--- config.mk ---
export PLATFORM = sky130hd
export DESIGN_NAME = pua_crd
export DESIGN_NICKNAME = d
export VERILOG_FILES = /design/src/rtl/pua_pkg.sv /design/src/rtl/pua_crd.sv
export SDC_FILE = /design/constraint.sdc
export NUM_CORES = 2
export LEC_CHECK = 0
export ABC_AREA = 1
export CAP_MARGIN = 20
export CORE_MARGIN = 2
export CORE_UTILIZATION = 45
export CTS_CLUSTER_DIAMETER = 50
export CTS_CLUSTER_SIZE = 16
export DETAILED_ROUTE_END_ITERATION = 12
export DONT_BUFFER_PORTS = 1
export PLACE_DENSITY_LB_ADDON = 0.12
export RECOVER_POWER = 50
export SYNTH_ARGS = -nofsm -noshare
export SYNTH_HDL_FRONTEND = slang
export SYNTH_SLANG_ARGS = --single-unit
--- constraint.sdc ---
create_clock -name clk -period 7.7 [get_ports clk]
set_input_delay 0.77 -clock clk [delete_from_list [all_inputs] [get_ports clk]]
set_output_delay 0.77 -clock clk [all_outputs]
set_load 0.01 [all_outputs]
--- src/rtl/pua_pkg.sv ---
// Shared types, constants and helpers for the polar unwrap address generator.
// No dependencies.
package pua_pkg;

  localparam int SRC_COL_BITS = 11;
  localparam int SRC_ROW_BITS = 11;
  localparam int FRAC_BITS    = 16;

  localparam logic [13:0] MAX_WIDTH   = 14'd8192;
  localparam logic [29:0] INV_2PI_Q32 = 30'd683565276;

  // pipeline stage numbering
  localparam int DIV_STEPS = 16;
  localparam int ST_DIV0   = 1;
  localparam int ST_PHASE  = ST_DIV0 + DIV_STEPS;
  localparam int ST_SIN0   = ST_PHASE + 1;
  localparam int SIN_STG   = 7;
  localparam int ST_CRD0   = ST_SIN0 + SIN_STG;
  localparam int CRD_STG   = 4;
  localparam int ST_LAST   = ST_CRD0 + CRD_STG - 1;

  typedef logic signed [33:0] poly_t;
  typedef logic signed [17:0] trig_t;

  localparam poly_t C1 = 34'sd1686629713;
  localparam poly_t C3 = -34'sd693598668;
  localparam poly_t C5 = 34'sd85569306;
  localparam poly_t C7 = -34'sd5026995;
  localparam poly_t C9 = 34'sd172272;

  localparam poly_t HORNER_C [4] = '{C7, C5, C3, C1};

  typedef enum logic [2:0] {
    REG_OUT_WIDTH   = 3'd0,
    REG_CENTER_U    = 3'd1,
    REG_CENTER_V    = 3'd2,
    REG_INNER_DIAM  = 3'd3,
    REG_OUTER_DIAM  = 3'd4,
    REG_ANGLE_OFS   = 3'd5,
    REG_ASPECT      = 3'd6
  } cfg_idx_t;

  // Q30 product, truncated toward zero
  function automatic poly_t mul_q30(poly_t a, logic [30:0] b);
    logic [33:0] mag;
    logic [64:0] prod;
    logic [33:0] sh;
    mag  = a[33] ? 34'(-a) : 34'(a);
    prod = 65'(mag) * 65'(b);
    sh   = prod[63:30];
    return a[33] ? poly_t'(-sh) : poly_t'(sh);
  endfunction

endpackage

--- src/rtl/pua_crd.sv ---
// Source coordinate stages: scale by radius and aspect ratio, center, clamp, byte offset.
// Depends on pua_pkg.
module pua_crd (
  input  logic                        clk,
  input  logic [pua_pkg::CRD_STG-1:0] en,
  input  pua_pkg::trig_t              sv,
  input  pua_pkg::trig_t              cv,
  input  logic [15:0]                 amp,
  input  logic                        flag_in,
  input  logic [15:0]                 center_u,
  input  logic [15:0]                 center_v,
  input  logic [15:0]                 aspect_ratio,
  output logic [10:0]                 src_x,
  output logic [10:0]                 src_y,
  output logic [23:0]                 src_byte_offset,
  output logic                        clamped
);
  import pua_pkg::*;

  logic signed [34:0] pc;
  logic signed [34:0] ps;
  logic               f0;
  logic signed [51:0] pq;
  logic signed [13:0] xs;
  logic               f1;
  logic [10:0]        xc;
  logic signed [17:0] ys;
  logic               f2;

  logic signed [34:0] xf;
  logic [16:0]        ucomp;
  logic signed [38:0] yf;
  logic               xlo;
  logic               xhi;
  logic               ylo;
  logic               yhi;
  logic [10:0]        yc;
  logic [23:0]        lin;

  always_ff @(posedge clk) begin
    if (en[0]) begin
      pc <= 35'(cv) * 35'($signed({1'b0, amp}));
      ps <= 35'(sv) * 35'($signed({1'b0, amp}));
      f0 <= flag_in;
    end
  end

  assign xf = $signed({3'b0, center_v, 16'b0}) - pc;

  always_ff @(posedge clk) begin
    if (en[1]) begin
      pq <= 52'($signed({1'b0, aspect_ratio})) * 52'(ps);
      xs <= xf[34:21];
      f1 <= f0;
    end
  end

  assign ucomp = 17'(17'h10000 - {1'b0, center_u});
  assign yf    = $signed({6'b0, ucomp, 16'b0}) - 39'($signed(pq[51:14]));
  assign xlo   = xs[13];
  assign xhi   = !xs[13] && (xs[12:11] != 2'b00);

  always_ff @(posedge clk) begin
    if (en[2]) begin
      xc <= xlo ? '0 : (xhi ? 11'h7FF : xs[10:0]);
      ys <= yf[38:21];
      f2 <= f1 || xlo || xhi;
    end
  end

  assign ylo = ys[17];
  assign yhi = !ys[17] && (ys[16:11] != '0);
  assign yc  = ylo ? '0 : (yhi ? 11'h7FF : ys[10:0]);
  assign lin = {2'b0, yc, xc};

  always_ff @(posedge clk) begin
    if (en[3]) begin
      src_x           <= xc;
      src_y           <= yc;
      src_byte_offset <= 24'({lin[22:0], 1'b0} + lin);
      clamped         <= f2 || ylo || yhi;
    end
  end

endmodule
==> metrics <==
Top Layer Used met4; share of layout cells above drive strength 1 0.0221; HP Class input pin to flop; Root Driver clkbuf_16; Hold Path Stages 0; number of nets in the layout 8179; Sink Count 200; register area share after synthesis 0.110; wl on met1 around 64000 um; port bufs 0; most common flop cell mapped by yosys edfxtp_1; CTS Hold Bufs 0; CP Capture Type flop; Req. time, crit path roughly 8.0 ns; Worst slew margin 0.350; Vias 40500; Core ar. around 120000 sq um; Fillers about 12000; synthesized area between 50000 and 60000 sq um; dpl cells around 8200; worst r2r dst pq[46]; main combinational cell family by area after synthesis adder cells; CP max stage delay 0.90 ns; FMAX 0.150 GHz; CTS tree done; critical path capture point pq[46]; area share of the largest cell type after synthesis 0.410; DRC Markers 0; DRT iter0 DRCs 2345; total clock buffers created by CTS 17; CP Max Fanout 16; first-pass GRT wire length 239000 um; Area contributors post-synth fa_1, inv_1, nand2_1; Max Slew Vio Count 0; Period minus WS final 6.67 ns; Synth Area in XOR/XNOR 0.0236; Cell variety after synth 50; Buffers & Inverters on Critical Path 3; row count roughly 130; R2R setup slack slightly above 1 ns; clk_lat worst skew approximately 0.5 ns; met2 wire len about 70000 um; number of synthesized register bits 200; post-route clock skew between 0.02 and 0.025 ns; total gr overflow 0; period utilization 0.866; CP max stage cell fa_1; Post-DP HPWL between 100000 and 150000 um; Final setup viols 0; mux cell area share after synthesis 0; CP startpoint ps[34]; Antenna diodes 0; DR WL met3 6490 um; worst reg2reg path depth 18; Critical Path AT approximately 7 ns; CP Depth 18; DR WL/cell 17.5 um; setup TNS 0 ns; EDFF count, synth 200; antenna-violating nets left 0; Synth Area in Simple Gates 0.167; Warnings, synthesis 0; post-synth top area cell fa_1; Starting Density 0.454; syn nets approximately 8400; # IOs about 150; gr usage total 0.243; setup repair bufs after CTS 0; clock slew at reported path FFs 0.09 ns; largest net degree at the start of global routing 72; Hold Vio Cnt, Final 0; number of global-route vias before repair between 40000 and 50000; crit-path leading delay family adder cells; Synth Area in Compound Gates 0.0435; Worst Setup Path Type flop to flop; status finished clean; area grow syn2layout 2.98%; Critical Path, Cell by Cell nand2_1, inv_1, fa_1, fa_1, fa_1, fa_1, fa_1, inv_1, fa_1, inv_1, ha_1, nand2_1, nor2_1, nand2_1, nor3_1, nand2_1, nand4_1, nand2_1; H-tree levels 4; RSZ-0062 raised after global routing false; chip height between 300 and 400 um; most frequent CP cell fa_1; GPL Wtd Cong roughly 0.95; CP Launch Type flop; die area between 100000 and 150000 sq um; post-cts resize count 0; Syn Area/Cell between 7 and 8 sq um; Gate Count Post-Synth ~7000; via-per-instance ratio 4.92; DR pass1 iterations 5; antenna violations before repair 2; Async S/R FF share, synth 0; CTS max path bufs 2; Post-Synth Adder-Cell Area 0.492; Reg2Reg Launch Point ps[34]; worst slew pin tran just under 1 ns; WL final roughly 140000 um; Max-cap violations 0; Post-Layout Cell Count 8226; Die Span X 352 um
[flip-flops by register name (all words and copies together), names as in the netlist, 11 cells and up]
register	flops
xs	14
ps	35
pc	35
ys	18
xc	11
src_byte_offset	23
pq	38
src_y	11
src_x	11
[how the worst min path moves through the flow]
stage / from / endpoint / slack, ns
final: flag_in / f0 / 0.36
after floorplan: f0 / f1 / 0.40
after global placement: f0 / f1 / 0.40
after global routing: flag_in / f0 / 0.33
after CTS: flag_in / f0 / 0.32
after detailed placement: f0 / f1 / 0.41
[logic make-up (layout without fill, tap and decap cells)]
kind of cell	after synthesis	in the layout
compound gates	416	416
xor+xnor	147	147
fa+ha+maj	1472	1472
flops	200	200
buf+inv	2378	2141
simple gates	2238	2238
[layout by cell type, fill, tap and decap left out, types with 50 or more instances in the layout]
cell type  netlist  routed
a21oi_1        213     213
edfxtp_1       200     200
fa_1          1116    1116
ha_1           356     356
inv_1         2069    2069
nand2_1       1684    1684
nand3_1        127     127
nand4_1         50      50
nor2_1         247     247
o21ai_0         71      71
xor2_1         102     102
[final cells by class]
type                            instances  area [sq um]  share of cell area
Inverter                             2105          7900               0.141
Multi-Input combinational cell       4273         39500               0.705
Timing Repair Buffer                    4          30.0            0.000535
Tap cell                             1612          2020              0.0360
Clock inverter                         14           178             0.00317
Sequential cell                       200          6010               0.107
Clock buffer                           18           429             0.00765
[stage by stage]
step / setup WS [ns] / utilization / hold slack, ns / instance area [sq um]
detailed placement: 1.02 / 0.462 / 0.406 / 55500
global placement: 0.959 / 0.462 / 0.401 / 55500
floorplan: 1.55 / - / 0.400 / 54500
CTS: 1.01 / 0.468 / 0.316 / 56100
finish: 1.03 / 0.468 / 0.359 / 56100
global route: 0.604 / 0.468 / 0.325 / 56100
[cells in the mapped netlist, types with 45 or more instances]
| library cell | n |
|---|---|
| nand3_1 | 127 |
| ha_1 | 356 |
| clkbuf_1 | 272 |
| xnor2_1 | 45 |
| xor2_1 | 102 |
| nand2_1 | 1684 |
| nand4_1 | 50 |
| fa_1 | 1116 |
| a21oi_1 | 213 |
| nor2_1 | 247 |
| edfxtp_1 | 200 |
| inv_1 | 2069 |
| o21ai_0 | 71 |
[per-layer routing]
layer,vias up,GRT usage
li1,19100,-
met1,20200,0.325
met2,932,0.421
met3,204,0.0242
met4,0,0.0686
met5,-,0
Power is left out: the tool's default activity adds up to more than one toggle a clock period on the data nets, which glitch-free logic cannot reach.
