File: config.mk
export PLATFORM = sky130hd
export DESIGN_NAME = pua_div
export DESIGN_NICKNAME = d
export VERILOG_FILES = /design/src/rtl/pua_pkg.sv /design/src/rtl/pua_div.sv
export SDC_FILE = /design/constraint.sdc
export NUM_CORES = 1
export LEC_CHECK = 0
export ABC_CLOCK_PERIOD_IN_PS = 5050
export BUFFER_PORTS_ARGS = -buffer_cell sky130_fd_sc_hd__buf_2
export CORE_MARGIN = 2
export CORE_UTILIZATION = 55
export CTS_CLUSTER_DIAMETER = 40
export CTS_CLUSTER_SIZE = 8
export DETAILED_ROUTE_END_ITERATION = 8
export GPL_ROUTABILITY_DRIVEN = 0
export GPL_TIMING_DRIVEN = 0
export PLACE_DENSITY = 0.73
export RECOVER_POWER = 25
export SETUP_SLACK_MARGIN = 0.4
export SYNTH_ARGS = -nofsm -noshare
export SYNTH_HDL_FRONTEND = slang
export SYNTH_SLANG_ARGS = --single-unit
File: constraint.sdc
create_clock -name clk -period 5.05 [get_ports clk]
set_clock_uncertainty 0.15 [all_clocks]
set_input_delay 1.515 -clock clk [delete_from_list [all_inputs] [get_ports clk]]
set_output_delay 1.515 -clock clk [all_outputs]
set_load 0.1 [all_outputs]
File: src/rtl/pua_pkg.sv
// Shared types, constants and helpers for the polar unwrap address generator.
// No dependencies.
package pua_pkg;

  localparam int SRC_COL_BITS = 11;
  localparam int SRC_ROW_BITS = 11;
  localparam int FRAC_BITS    = 16;

  localparam logic [13:0] MAX_WIDTH   = 14'd8192;
  localparam logic [29:0] INV_2PI_Q32 = 30'd683565276;

  // pipeline stage numbering
  localparam int DIV_STEPS = 16;
  localparam int ST_DIV0   = 1;
  localparam int ST_PHASE  = ST_DIV0 + DIV_STEPS;
  localparam int ST_SIN0   = ST_PHASE + 1;
  localparam int SIN_STG   = 7;
  localparam int ST_CRD0   = ST_SIN0 + SIN_STG;
  localparam int CRD_STG   = 4;
  localparam int ST_LAST   = ST_CRD0 + CRD_STG - 1;

  typedef logic signed [33:0] poly_t;
  typedef logic signed [17:0] trig_t;

  localparam poly_t C1 = 34'sd1686629713;
  localparam poly_t C3 = -34'sd693598668;
  localparam poly_t C5 = 34'sd85569306;
  localparam poly_t C7 = -34'sd5026995;
  localparam poly_t C9 = 34'sd172272;

  localparam poly_t HORNER_C [4] = '{C7, C5, C3, C1};

  typedef enum logic [2:0] {
    REG_OUT_WIDTH   = 3'd0,
    REG_CENTER_U    = 3'd1,
    REG_CENTER_V    = 3'd2,
    REG_INNER_DIAM  = 3'd3,
    REG_OUTER_DIAM  = 3'd4,
    REG_ANGLE_OFS   = 3'd5,
    REG_ASPECT      = 3'd6
  } cfg_idx_t;

  // Q30 product, truncated toward zero
  function automatic poly_t mul_q30(poly_t a, logic [30:0] b);
    logic [33:0] mag;
    logic [64:0] prod;
    logic [33:0] sh;
    mag  = a[33] ? 34'(-a) : 34'(a);
    prod = 65'(mag) * 65'(b);
    sh   = prod[63:30];
    return a[33] ? poly_t'(-sh) : poly_t'(sh);
  endfunction

endpackage

File: src/rtl/pua_div.sv
// Pipelined restoring divider: angle and radius fractions, one quotient bit a stage.
// Depends on pua_pkg.
module pua_div (
  input  logic                          clk,
  input  logic [pua_pkg::DIV_STEPS-1:0] en,
  input  logic [12:0]                   col,
  input  logic [10:0]                   row,
  input  logic [13:0]                   w_c,
  input  logic [10:0]                   h,
  output logic [15:0]                   cf,
  output logic [15:0]                   rf
);
  import pua_pkg::*;

  logic [13:0] crem [0:DIV_STEPS];
  logic [10:0] rrem [0:DIV_STEPS];
  logic [15:0] cq   [0:DIV_STEPS];
  logic [15:0] rq   [0:DIV_STEPS];

  assign crem[0] = {1'b0, col};
  assign rrem[0] = row;
  assign cq[0]   = '0;
  assign rq[0]   = '0;

  for (genvar k = 1; k <= DIV_STEPS; k++) begin : g_step
    logic [14:0] csh;
    logic [11:0] rsh;
    logic        cge;
    logic        rge;
    assign csh = {crem[k-1], 1'b0};
    assign rsh = {rrem[k-1], 1'b0};
    assign cge = (csh >= {1'b0, w_c}) && (w_c != '0);
    assign rge = (rsh >= {1'b0, h}) && (h != '0);
    always_ff @(posedge clk) begin
      if (en[k-1]) begin
        crem[k] <= cge ? 14'(csh - {1'b0, w_c}) : csh[13:0];
        rrem[k] <= rge ? 11'(rsh - {1'b0, h}) : rsh[10:0];
        cq[k]   <= {cq[k-1][14:0], cge};
        rq[k]   <= {rq[k-1][14:0], rge};
      end
    end
  end

  assign cf = cq[DIV_STEPS];
  assign rf = rq[DIV_STEPS];

endmodule

==> insert_results.sql <==
INSERT INTO impl_metrics (metric_group, metric, value, unit) VALUES
('cts', 'cts_tree', 'built', ''),
('yosys', 'synth.cell_area', '40600', 'sq um'),
('setup_path', 'crit_path_start_kind', 'input pin', ''),
('detailed_routing', 'route.detailed.drc', '0', ''),
('yosys', 'async_flop_share', '0', '%'),
('timing', 'setup-violations-final', '0', ''),
('yosys', 'synth.yosys.warnings', '0', ''),
('worst_hold_path', 'holdCritPathClass', 'flip-flop to flip-flop', ''),
('setup_path', 'largest_incremental_delay_on_the_critical_path', '610', 'ps'),
('die', 'row_count', '99', ''),
('setup_path', 'cp_data_arrival_time', '4780', 'ps'),
('setup_path', 'worst-path-max-fanout', '10', ''),
('cts', 'hold_buffers', '0', ''),
('timing', 'final_max_slew_viol_count', '231', ''),
('die', 'die_w', '276', 'microns'),
('detailed_routing', 'detail-route-antenna-nets', '0', ''),
('cts', 'ctsRootBufferMaster', 'clkbuf_16', ''),
('detailed_routing', 'drt_first_pass_iters', '5', ''),
('global_route', 'first_global_vias', '27400', ''),
('detailed_routing', 'wirelength', '92100', 'microns'),
('global_route', 'grt.total_usage', '24.2', '%'),
('cts', 'clock_latency_at_the_later_pin_of_the_worst_skew_pair', '690', 'ps'),
('yosys', 'post_synth_inst_count', '3475', ''),
('layout', 'area_growth', '15.2', '%'),
('layout', 'num_antenna_cells', '0', ''),
('global_route', 'grt_first_pass_wirelength', '144000', 'microns'),
('place', 'dpl-instance-area', '42400', 'sq um'),
('status', 'result_of_the_run', 'finished with violations', ''),
('setup_path', 'timing.critical_path.max_delay_family', 'buffers and inverters', ''),
('yosys', 'synth.distinct_cells', '76', ''),
('setup_path', 'worstPathBufferInverterCount', '5', ''),
('yosys', 'ys_seq_elements', '647', ''),
('cts', 'ctsHtreeMaxLevel', '3', ''),
('setup_path', 'cpMostUsedCell', 'buf_6', ''),
('yosys', 'synth-edff-count', '647', ''),
('pwr', 'power-per-cell-area', '662', 'nW/um^2'),
('layout', 'fillCellCount', '5590', ''),
('global_route', 'global_route.overflow_total', '0', ''),
('cts', 'ctsLongestPathBuffers', '3', ''),
('die', 'pin_count', '98', ''),
('layout', 'regArea', '19400', 'sq um'),
('timing', 'max_slew.worst_pin.slew', '2060', 'ps'),
('die', 'initial_core_util', '55.6', '%'),
('timing', 'final_period_minus_worst_setup_slack', '4550', 'ps'),
('pwr', 'report.power.total', '0.0309', 'W'),
('flow_run', 'maxCapViolCount', '7', ''),
('pwr', 'ir_drop', '0.324', 'mV'),
('place', 'post-dp-hpwl', '60400', 'microns'),
('detailed_routing', 'post_drt_wl_per_cell', '19.3', 'microns'),
('setup_path', 'slowest_cell_on_crit_path', 'and4_1', ''),
('cts', 'worst_setup_hold_path_clk_slew', '50', 'ps'),
('timing', 'final_hold_viol_count', '0', ''),
('layout', 'multiInputGateArea', '20300', 'sq um'),
('setup_path', 'cell_chain_of_the_critical_path', 'buf_2, buf_6, clkbuf_1, nor4_1, and4_1, buf_6, nor2_1, a31oi_4, buf_4, mux2_2', ''),
('die', 'die_height', '276', 'microns'),
('yosys', 'yosysSeqAreaShare', '47.9', '%'),
('setup_path', 'critPathRequiredTime', '5280', 'ps'),
('layout', 'post_route_cell_area', '46700', 'sq um'),
('timing', 'fmax', '220', 'MHz'),
('cts', 'clock-sinks', '647', ''),
('detailed_routing', 'dr_total_vias', '27800', ''),
('timing', 'rsz_0062_raised_after_global_routing', 'no', ''),
('yosys', 'prevailing_post_synth_register_cell', 'edfxtp_1', ''),
('layout', 'fraction_of_final_layout_cells_sized_beyond_drive_strength_1', '17.0', '%'),
('setup_path', 'end_kind', 'flip-flop', ''),
('yosys', 'postSynthAreaPerCell', '11.7', 'sq um'),
('cts', 'tritoncts_buffers', '114', ''),
('die', 'core_area', '73000', 'sq um'),
('yosys', 'mappedNetlistNets', '3969', ''),
('global_route', 'grt_start_max_net_pins', '56', ''),
('global_route', 'antenna_found_initial', '0', ''),
('place', 'port_buffers', '97', ''),
('die', 'die-area', '75900', 'sq um'),
('detailed_routing', 'dr.first_iter.drc_count', '1835', ''),
('timing', 'maxSlewHeadroom', '-37.1', '%'),
('timing', 'final.period_utilization', '90.1', '%'),
('detailed_routing', 'via_per_inst', '5.84', ''),
('status', 'violations', 'capacitance limit, slew limit', ''),
('layout', 'final_net_count', '4237', ''),
('setup_path', 'worstSetupPathType', 'input pin to flip-flop', ''),
('layout', 'post_layout_utilization_of_the_core', '64.1', '%'),
('pwr', 'p_leak', '18.7', 'nW');
## worst reg2reg max path, cell delays in order (launching register included)
cell,delay [ps]
edfxtp_1,410
ha_1,350
or2_2,310
a21oi_1,220
a21oi_2,100
a41oi_1,270
nor3_1,110
o311ai_2,580
buf_4,340
mux2_4,320
## flip-flops by register name, indices dropped and copies added, names as in the netlist
| register | cells |
|---|---|
| crem | 210 |
| g_step.rsh | 165 |
| cq | 120 |
| rq | 120 |
| cf | 16 |
| rf | 16 |
## Yosys cell counts (all sizes together) (8+ instances only)
cell,n,area [sq um]
nand2b,25,156
nor3,72,360
nand4,34,213
nor2b,51,319
a21o,157,1180
a2111oi,12,105
inv,126,473
and2,20,125
a211o,15,131
ha,398,4980
fa,30,601
a21boi,8,60.1
nand3b,13,97.6
buf,58,410
edfxtp,647,19400
o21ai,256,1300
o31a,10,87.6
mux2,210,2360
o21a,61,458
nand2,243,912
nand3,45,225
a21oi,229,1160
or2,11,68.8
nor4,11,68.8
clkbuf,32,120
nor2,168,631
xor2,110,963
o211ai,14,110
o31ai,24,180
nor4b,9,78.8
xnor2,175,1530
o41ai,16,193
a211oi,29,218
a31oi,38,253
mux2i,10,100
o21bai,44,330
## metrics by stage
| stage | hold WS [ps] | cells | setup WS [ps] | setup TNS (ps) |
|---|---|---|---|---|
| 6_report | 232 | 4770 | 499 | 0 |
| 5_1_grt | 235 | 4770 | 343 | 0 |
| 3_3_place_gp | 250 | 4531 | -1070 | -197510 |
| 3_5_place_dp | 255 | 4531 | -1120 | -205980 |
| 2_1_floorplan | 250 | 3475 | 316 | 0 |
| 4_1_cts | 225 | 4722 | 401 | 0 |
## repair_timing
| action | in CTS | in global routing |
|---|---|---|
| setup buffers | 5 | 48 |
| pin swaps | 1 | 1 |
| cloned | 2 | 0 |
| endpoints found under the setup margin | 288 | 235 |
| resized for setup | 29 | 40 |
## power breakdown
part | total [W] | internal [W] | leakage [nW] | switching, W
clock | 0.00725 | 0.00464 | 1.74 | 0.00261
sequential | 0.00961 | 0.00866 | 6.33 | 0.000949
combinational | 0.0141 | 0.00662 | 10.6 | 0.00745
total | 0.0309 | 0.0199 | 18.7 | 0.0110
## final timing paths
kind / start / to / slack, ps / depth (start not counted)
worst max register to register: crem[45] / crem[38] / 1630 / 9
worst min register to register: rq[145] / rq[130] / 230 / 0
worst max-delay path: w_c[0] / crem[123] / 500 / 10
worst min-delay path: rq[145] / rq[130] / 230 / 0
## placed cells by master, fill, tap and decap left out, types with 45 or more instances in the layout
| cell type | n |
|---|---|
| xnor2_1 | 175 |
| inv_1 | 112 |
| edfxtp_1 | 647 |
| clkbuf_16 | 115 |
| nor2b_1 | 51 |
| nor3_1 | 72 |
| buf_2 | 100 |
| mux2_2 | 194 |
| a21o_1 | 157 |
| a21oi_1 | 223 |
| o21a_1 | 61 |
| xor2_1 | 110 |
| nor2_1 | 168 |
| o21ai_0 | 245 |
| nand2_1 | 243 |
| ha_1 | 395 |
| buf_4 | 81 |
| nand3_1 | 45 |
## per-layer routing
| layer | track usage (%) | vias to the layer above | share of wire [%] |
|---|---|---|---|
| met1 | 31.7 | 13300 | 44 |
| met2 | 40.9 | 688 | 48 |
| met5 | 0 | - | 0 |
| li1 | - | 13700 | - |
| met3 | 3.81 | 175 | 5.0 |
| met4 | 8.42 | 0 | 2.7 |
## kinds of logic after synthesis
family                   synth area share [%]
multiplexers                             6.08
XOR/XNOR                                 6.16
adder cells (fa/ha/maj)                  13.8
flip-flops                               47.9
AND/OR/NAND/NOR                          8.58
AO/OA/AOI/OAI                            15.0
buffers and inverters                    2.48
## cell type report
type / instances / area share (%)
Buffer: 90 / 1.33
Clock buffer: 124 / 6.18
Clock inverter: 60 / 1.60
Inverter: 127 / 1.13
Multi-Input combinational cell: 2611 / 43.5
Sequential cell: 647 / 41.6
Tap cell: 959 / 2.57
Timing Repair Buffer: 150 / 2.12
Timing Repair inverter: 2 / 0.0321
Note: power is estimated with default switching activity, not from simulation.
